==> config.mk <==
export PLATFORM = sky130hd
export DESIGN_NAME = morton_neighbor_generator_top
export DESIGN_NICKNAME = d
export VERILOG_FILES = /design/src/mng_pkg.sv /design/src/morton_neighbor_generator_top.sv
export VERILOG_INCLUDE_DIRS = /design/src /design/src/src
export SDC_FILE = /design/constraint.sdc
export NUM_CORES = 1
export LEC_CHECK = 0
export BUFFER_PORTS_ARGS = -buffer_cell sky130_fd_sc_hd__buf_2
export CAP_MARGIN = 5
export CORE_ASPECT_RATIO = 0.75
export CORE_MARGIN = 2
export CORE_UTILIZATION = 55
export CTS_CLUSTER_SIZE = 25
export DETAILED_ROUTE_END_ITERATION = 12
export PLACE_DENSITY = 0.77
export SYNTH_ARGS = -nofsm -noshare
export SYNTH_HDL_FRONTEND = slang
export SYNTH_SLANG_ARGS = --single-unit
==> constraint.sdc <==
create_clock -name clk -period 6.4 [get_ports clk]
set_input_delay 0 -clock clk [delete_from_list [all_inputs] [get_ports clk]]
set_output_delay 0 -clock clk [all_outputs]
set_load 0.01 [all_outputs]
==> src/morton_neighbor_generator_top_assert.svh <==
// Assertion macros for the Morton neighbourhood generator.
// Used by morton_neighbor_generator_top; depends on nothing else.
`ifndef MORTON_NEIGHBOR_GENERATOR_TOP_ASSERT_SVH
`define MORTON_NEIGHBOR_GENERATOR_TOP_ASSERT_SVH

// Same-cycle implication, checked at every rising edge outside reset.
`define MNG_ASSERT_NOW(label, clk, rst_n, cond, prop, msg) \
	label: assert property (@(posedge clk) disable iff (!(rst_n)) (cond) |-> (prop)) \
		else $error(msg);

// Next-cycle implication, checked at every rising edge outside reset.
`define MNG_ASSERT_NEXT(label, clk, rst_n, cond, prop, msg) \
	label: assert property (@(posedge clk) disable iff (!(rst_n)) (cond) |=> (prop)) \
		else $error(msg);

`endif

==> src/mng_pkg.sv <==
// Shared widths and constants for the Morton neighbourhood generator.
// Depends on nothing; used by morton_neighbor_generator_top.
package mng_pkg;

	localparam int BATCH_W     = 7;
	localparam int GROUP_W     = 21;
	localparam int SLOT_W      = 6;
	localparam int INDEX_W     = 32;
	localparam int DEPTH_CFG_W = 4;
	localparam int APB_ADDR_W  = 2;
	localparam int APB_DATA_W  = 32;

	localparam logic [APB_ADDR_W-1:0]  TREE_DEPTH_ADDR    = '0;
	localparam logic [SLOT_W-1:0]      LAST_SLOT          = '1;
	localparam logic [DEPTH_CFG_W-1:0] TREE_DEPTH_RESET   = 4'd1;
	localparam logic [INDEX_W-1:0]     OUTSIDE_GRID_INDEX = '1;

endpackage

==> src/morton_neighbor_generator_top.sv <==
// Morton-code octree neighbourhood generator, top level.
// Depends on mng_pkg and morton_neighbor_generator_top_assert.svh.
//
//  channel  | handshake                   | payload
//  ---------+-----------------------------+------------------------------------
//  item     | item_valid / item_stall     | batch_index[6:0], group_index[20:0]
//  result   | result_valid / result_stall | slot[5:0], neighbor_index[31:0], last
//  config   | psel/penable/pwrite, pready | paddr[1:0], pwdata/prdata[31:0]
//
// Every item yields 64 result transfers, one per cycle unless result_stall holds the
// pipeline; the slot generator takes no new item before it is through with the last.
// A new item is taken in the cycle that the previous item's last slot is issued, so
// results stream without a gap. After the item's transfer, its first result passes
// the slot generator, stage 1 and stage 2 and is presented from the stage 3 register.
// Reset clears the valid bits and the generator; tree_depth returns to one.
// A result stall freezes the whole pipeline, so nothing is lost or repeated.
module morton_neighbor_generator_top #(
	parameter int MAX_DEPTH = 8
) (
	input  logic                                 clk,
	input  logic                                 arst_n,
	// Item channel.
	input  logic                                 item_valid,
	output logic                                 item_stall,
	input  logic [mng_pkg::BATCH_W-1:0]          batch_index,
	input  logic [mng_pkg::GROUP_W-1:0]          group_index,
	// Result channel.
	output logic                                 result_valid,
	input  logic                                 result_stall,
	output logic [mng_pkg::SLOT_W-1:0]           slot,
	output logic signed [mng_pkg::INDEX_W-1:0]   neighbor_index,
	output logic                                 last,
	// Configuration port.
	input  logic                                 psel,
	input  logic                                 penable,
	input  logic                                 pwrite,
	input  logic [mng_pkg::APB_ADDR_W-1:0]       paddr,
	input  logic [mng_pkg::APB_DATA_W-1:0]       pwdata,
	output logic [mng_pkg::APB_DATA_W-1:0]       prdata,
	output logic                                 pready
);

	`include "morton_neighbor_generator_top_assert.svh"

	// Width of an effective depth value, of a coordinate with guard bits for the
	// offset arithmetic, of an interleaved key and of a shift by three times depth.
	localparam int DW  = $clog2(MAX_DEPTH + 1);
	localparam int CW  = MAX_DEPTH + 2;
	localparam int KW  = 3 * MAX_DEPTH;
	localparam int SHW = $clog2(3 * MAX_DEPTH + 1);
	localparam int GX  = (KW > mng_pkg::GROUP_W) ? KW : mng_pkg::GROUP_W;

	// ------------------------------------------------------------------
	// Configuration register. The single register sits at address zero;
	// writes elsewhere are ignored and only the low four bits are kept.
	// ------------------------------------------------------------------
	logic [mng_pkg::DEPTH_CFG_W-1:0] tree_depth_q;

	assign pready = 1'b1;
	assign prdata = {{(mng_pkg::APB_DATA_W-mng_pkg::DEPTH_CFG_W){1'b0}}, tree_depth_q};

	always_ff @(posedge clk or negedge arst_n) begin
		if (!arst_n) begin
			tree_depth_q <= mng_pkg::TREE_DEPTH_RESET;
		end else if (psel && penable && pwrite && pready
				&& (paddr == mng_pkg::TREE_DEPTH_ADDR)) begin
			tree_depth_q <= pwdata[mng_pkg::DEPTH_CFG_W-1:0];
		end
	end

	// A depth of zero behaves as one and anything above MAX_DEPTH is clamped.
	logic [DW-1:0] eff_depth;

	always_comb begin
		if (tree_depth_q == '0) begin
			eff_depth = DW'(1);
		end else if (int'(tree_depth_q) > MAX_DEPTH) begin
			eff_depth = DW'(MAX_DEPTH);
		end else begin
			eff_depth = DW'(tree_depth_q);
		end
	end

	// ------------------------------------------------------------------
	// Pipeline enable: everything moves unless a finished result is held
	// back by the consumer.
	// ------------------------------------------------------------------
	logic en;
	logic item_take;

	assign en = !(result_valid && result_stall);

	// ------------------------------------------------------------------
	// Slot generator. It holds the group's base coordinates and issues one
	// slot per enabled cycle.
	// ------------------------------------------------------------------
	logic                         gen_busy_q;
	logic [mng_pkg::SLOT_W-1:0]   slot_q;
	logic [MAX_DEPTH-1:0]         base_x_q, base_y_q, base_z_q;
	logic [mng_pkg::BATCH_W-1:0]  batch_q;
	logic [DW-1:0]                depth_q;
	logic                         gen_fire;
	logic                         gen_done;
	logic [GX-1:0]                group_ext;
	logic [MAX_DEPTH-1:0]         new_x, new_y, new_z;

	assign gen_fire   = gen_busy_q && en;
	assign gen_done   = gen_fire && (slot_q == mng_pkg::LAST_SLOT);
	assign item_stall = !en || (gen_busy_q && (slot_q != mng_pkg::LAST_SLOT));
	assign item_take  = item_valid && !item_stall;
	assign group_ext  = GX'(group_index);

	// De-interleave the group key: every third bit per axis, x highest. The
	// group is the first child, so coordinate bit zero is always clear.
	always_comb begin
		new_x = '0;
		new_y = '0;
		new_z = '0;
		for (int k = 0; k < MAX_DEPTH - 1; k++) begin
			if (k + 1 < int'(eff_depth)) begin
				new_x[k+1] = group_ext[3*k+2];
				new_y[k+1] = group_ext[3*k+1];
				new_z[k+1] = group_ext[3*k];
			end
		end
	end

	always_ff @(posedge clk or negedge arst_n) begin
		if (!arst_n) begin
			gen_busy_q <= 1'b0;
			slot_q     <= '0;
		end else if (item_take) begin
			gen_busy_q <= 1'b1;
			slot_q     <= '0;
		end else if (gen_fire) begin
			gen_busy_q <= !gen_done;
			slot_q     <= slot_q + 1'b1;
		end
	end

	always_ff @(posedge clk) begin
		if (item_take) begin
			base_x_q <= new_x;
			base_y_q <= new_y;
			base_z_q <= new_z;
			batch_q  <= batch_index;
			depth_q  <= eff_depth;
		end
	end

	// ------------------------------------------------------------------
	// Stage 1: apply the offsets and check the neighbour against the grid.
	// ------------------------------------------------------------------
	logic                        valid_s1;
	logic [mng_pkg::SLOT_W-1:0]  slot_s1;
	logic [MAX_DEPTH-1:0]        x_s1, y_s1, z_s1;
	logic                        in_grid_s1;
	logic [mng_pkg::BATCH_W-1:0] batch_s1;
	logic [DW-1:0]               depth_s1;
	logic [CW-1:0]               nx, ny, nz, side;

	// Offsets run -1..+2; below zero the guard bits turn the value large.
	assign nx   = {2'b00, base_x_q} + CW'(slot_q[5:4]) - CW'(1);
	assign ny   = {2'b00, base_y_q} + CW'(slot_q[3:2]) - CW'(1);
	assign nz   = {2'b00, base_z_q} + CW'(slot_q[1:0]) - CW'(1);
	assign side = CW'(1) << depth_q;

	always_ff @(posedge clk or negedge arst_n) begin
		if (!arst_n) begin
			valid_s1 <= 1'b0;
		end else if (en) begin
			valid_s1 <= gen_fire;
		end
	end

	always_ff @(posedge clk) begin
		if (en) begin
			slot_s1    <= slot_q;
			x_s1       <= nx[MAX_DEPTH-1:0];
			y_s1       <= ny[MAX_DEPTH-1:0];
			z_s1       <= nz[MAX_DEPTH-1:0];
			in_grid_s1 <= (nx < side) && (ny < side) && (nz < side);
			batch_s1   <= batch_q;
			depth_s1   <= depth_q;
		end
	end

	// ------------------------------------------------------------------
	// Stage 2: re-interleave the key and form the batch offset.
	// ------------------------------------------------------------------
	logic                         valid_s2;
	logic [mng_pkg::SLOT_W-1:0]   slot_s2;
	logic                         in_grid_s2;
	logic [KW-1:0]                key_s2;
	logic [mng_pkg::INDEX_W-1:0]  offset_s2;
	logic [KW-1:0]                key;
	logic [SHW-1:0]               shift;

	// Coordinates inside the grid have no bits at or above depth, so a plain
	// interleave of every bit gives the key.
	always_comb begin
		key = '0;
		for (int d = 0; d < MAX_DEPTH; d++) begin
			key[3*d+2] = x_s1[d];
			key[3*d+1] = y_s1[d];
			key[3*d]   = z_s1[d];
		end
	end

	assign shift = SHW'(depth_s1) * SHW'(3);

	always_ff @(posedge clk or negedge arst_n) begin
		if (!arst_n) begin
			valid_s2 <= 1'b0;
		end else if (en) begin
			valid_s2 <= valid_s1;
		end
	end

	always_ff @(posedge clk) begin
		if (en) begin
			slot_s2    <= slot_s1;
			in_grid_s2 <= in_grid_s1;
			key_s2     <= key;
			offset_s2  <= mng_pkg::INDEX_W'(batch_s1) << shift;
		end
	end

	// ------------------------------------------------------------------
	// Stage 3: add the batch offset; this is the output register.
	// ------------------------------------------------------------------
	logic                        valid_s3;
	logic [mng_pkg::SLOT_W-1:0]  slot_s3;
	logic [mng_pkg::INDEX_W-1:0] index_s3;

	always_ff @(posedge clk or negedge arst_n) begin
		if (!arst_n) begin
			valid_s3 <= 1'b0;
		end else if (en) begin
			valid_s3 <= valid_s2;
		end
	end

	always_ff @(posedge clk) begin
		if (en) begin
			slot_s3  <= slot_s2;
			index_s3 <= in_grid_s2 ? (mng_pkg::INDEX_W'(key_s2) + offset_s2)
			                       : mng_pkg::OUTSIDE_GRID_INDEX;
		end
	end

	assign result_valid   = valid_s3;
	assign slot           = slot_s3;
	assign neighbor_index = signed'(index_s3);
	assign last           = (slot_s3 == mng_pkg::LAST_SLOT);

	// ------------------------------------------------------------------
	// Assertions.
	// ------------------------------------------------------------------
	`MNG_ASSERT_NEXT(a_take_starts_walk, clk, arst_n, item_take,
		gen_busy_q && (slot_q == '0), "accepted item did not start at slot zero")
	`MNG_ASSERT_NOW(a_take_only_at_end, clk, arst_n, item_take,
		!gen_busy_q || gen_done, "item accepted while a walk was still running")
	`MNG_ASSERT_NEXT(a_walk_ends, clk, arst_n, gen_done && !item_take,
		!gen_busy_q, "generator stayed busy after the last slot")
	`MNG_ASSERT_NEXT(a_stage_moves, clk, arst_n, valid_s2 && en,
		valid_s3, "a result was lost between stage two and the output")

endmodule
==> impl_results.md <==
- Status: completed
- Worst-path clk slew: roughly 70 ps
- Most frequent cells in the layout: edfxtp_1 (175), buf_2 (85), ha_1 (84), nor2_1 (71)
- Layout area overhead: 14.2%
- HPWL Detailed: 14,400 um
- CTS tree: yes
- Mux share of post-synthesis cell area: ~2.0%
- Vias per inst: ~5.4
- Hold crit path type: in -> reg
- HP Start: penable
- Post-synth ARST share: under 10%
- Post-cts sizing count: 0
- Hold Fails Final Rpt: 0
- Clock buffer depth: 2
- Residual DRC: 0
- Main combinational cell family by area after synthesis: simple AND/OR/NAND/NOR gates
- Synth Cell Area: slightly above 10,000 um^2
- Gate Count Post-Synth: between 800 and 900
- Setup WS pre-CTS: between 2000 and 3000 ps
- Share of layout cells above drive strength 1: between 10% and 20%
- PortBufs: 85
- Initial antenna violation count: 0
- Worst EP arrival: slightly below 4000 ps
- Int Power: approximately 2.9 mW
- Die Y: around 120 um
- Post-synth EDFFs: between 150 and 200
- CP endpoint kind: register
- Xor and xnor area share after synthesis: 3.13%
- Global Route Usage Sum: roughly a fifth
- Commonest register cell after synthesis: edfxtp_1
- IO Count: 143
- Crit Path Max Fanout: 5
- Pwr dens: approximately 370 nW/um^2
- Num CTS Buffers: 17
- First-pass GRT wire length: about 33,000 um
- Peak Freq: 274 MHz
- Gpl congestion: between 0.8 and 0.9
- Post-synthesis simple-gate area fraction: approximately an eighth
- Mapped Avg Cell Area: roughly 12 um^2
- Post-Route WL: 19,900 um
- Final worst slack: 2750 ps
- Final setup viols: 0
- Area leader, netlist: edfxtp_1
- Skew final: 11.4 ps
- Critical Path Source Type: register
- Synthesis Warnings: 0
- Worst-Margin Slew: approximately 920 ps
- Row cnt: 43
- Required time worst endpoint: 6630 ps
- Iter 0 DRT Violations: slightly below 500
- Htree depth: 4
- Leak: roughly 4.7 nW
- Overflow left after global routing: 0
- Clock sinks: approximately 190
- Combinational Power Share: 34.0%
- Layout fillers: between 1,000 and 1,500
- DIE AREA: approximately 20,000 um^2
- Synth unique cells: between 60 and 70
- Minimum clock period: 3650 ps
- FF-to-FF Start: slot_q[1]$_DFFE_PN0P_
- Largest net degree at the start of global routing: 78
- Setup CP Type: reg -> reg
- Switching part of the total: about a third
- Period utilization: 57.1%
- RSZ-0062 raised after global routing: no
- Synth top area cells: edfxtp_1 (51%), ha_1 (10%), dfrtp_1 (3.1%)
- Most common cell after layout, fill and taps aside: edfxtp_1
- Total number of vias: ~7,000
- Seq cells post-synth: 189
- Crit path from: slot_q[1]$_DFFE_PN0P_
- Vias in the first global route: around 6,500
- P_sw: approximately 1.5 mW
- Setup TNS: 0 ps
- IR Drop Worst-Case VDD: ~210 uV
- Seq pwr share: between 40% and 50%
- Post-synth top area share: approximately half
- Worst slew margin: between 30% and 40%
- Clk root buf: clkbuf_16
- Die X: 163 um
- Layout net count: 1,170
- Clock network power share: 22.6%
- Synth Area in Adders: between 10 and 15%
- Antenna diode count: 0
- DR pass1 iterations: 5
- Max-Cap Viols: 0
- Routed WL per cell: 15.6 um
- Post-synthesis compound-gate area fraction: 12.0%
- Antenna-violating nets left: 0
- Core area: around 18,000 um^2
- Clock Latency Late Sink: approximately 430 ps
- Slew Viols, Final: 0
- Register area share after synthesis: 54.1%
- Initial Util: 56.2%
==> per-layer routing <==
layer | vias to the layer above | GRT usage (%) | routed length, um
li1 | 3447 | - | -
met2 | 174 | 34.2 | 9290
met5 | - | 0 | 0
met3 | 17 | 4.33 | 849
met4 | 0 | 4.87 | 197
met1 | 3212 | 29.1 | 9540
==> synthesized netlist by cell type (all sizes together), types with 7 or more instances <==
cell	count
a21o	18
ha	84
nand4	18
nand3	20
xnor2	27
buf	35
clkbuf	17
nand2	61
xor2	10
and3	7
mux2	14
a21oi	55
nor3	19
o21a	13
nand2b	10
o21ai	32
nor2b	29
a211oi	9
dfrtp	13
inv	59
edfxtp	175
a21boi	12
nor2	71
==> repair_timing <==
action,4_1_cts,5_1_grt
hold buffers,36,0
buffers inserted,0,0
endpoints found under the hold margin,48,0
endpoints found under the setup margin,0,0
==> kinds of logic after synthesis <==
| kind of cell | count (synthesis) |
|---|---|
| AO/OA/AOI/OAI | 186 |
| flip-flops | 189 |
| buffers and inverters | 111 |
| XOR/XNOR | 37 |
| other | 2 |
| AND/OR/NAND/NOR | 261 |
| multiplexers | 19 |
| adder cells (fa/ha/maj) | 89 |
==> cell type report <==
type	count	area [um^2]	area share (%)
clock buffer	17	425	3.59
clock inverter	14	135	1.14
inverter	59	221	1.87
multi-input combinational	621	4330	36.6
sequential	189	5610	47.4
tap	247	309	2.61
timing repair buffer	124	808	6.83
==> through the flow <==
step,power (mW),cells,instance area [um^2],hold slack [ps],utilization (%)
final,4.39,1271,11800,40.4,64.2
after detailed placement,3.39,1204,10900,-80.0,59.2
after floorplan,3.01,921,10500,-296,-
after CTS,4.40,1271,11800,25.9,64.2
after global routing,4.68,1271,11800,50.1,64.2
after global placement,3.35,1204,10900,-88.6,59.2
==> power groups by stage <==
| stage | sequential [mW] | clock [mW] | combinational [mW] |
|---|---|---|---|
| 4_1_cts | 1.91 | 1.01 | 1.49 |
| 2_1_floorplan | 1.94 | 0 | 1.07 |
| 3_3_place_gp | 1.92 | 0 | 1.42 |
| 6_report | 1.91 | 0.991 | 1.49 |
| 5_1_grt | 1.94 | 1.05 | 1.69 |
| 3_5_place_dp | 1.93 | 0 | 1.45 |
==> state kept, by name (all words and copies together) (netlist names), 7 cells and up <==
register        count
base_z_q            7
key_s2             24
y_s1                8
z_s1                8
batch_s1            7
neighbor_index     32
offset_s2          32
base_x_q            7
base_y_q            7
x_s1                8
batch_q             7
==> final timing paths <==
check,end,slack (ps),depth (start not counted)
max in group asynchronous,slot_q[0]$_DFFE_PN0P_,5350,3
min reg2reg,slot[0]$_DFFE_PN_,420,0
min,tree_depth_q[1]$_DFFE_PN0P_,40,3
min in group asynchronous,tree_depth_q[0]$_DFFE_PN1P_,50,2
max,in_grid_s1$_DFFE_PN_,2750,15
max reg2reg,in_grid_s1$_DFFE_PN_,2750,15
==> worst max-delay path: stages, from the launching register on <==
cell      delay [ps]
dfrtp_1          410
inv_1             80
ha_1             280
inv_1             40
ha_1             200
fa_1             410
a21o_1           190
a21oi_1          210
o21bai_1          90
a21oi_1          230
xor2_1           240
ha_1             280
and3_1           160
o21ai_0          150
nand4_1          140
nor4b_1          340
Power figures use the tool's default switching activity.
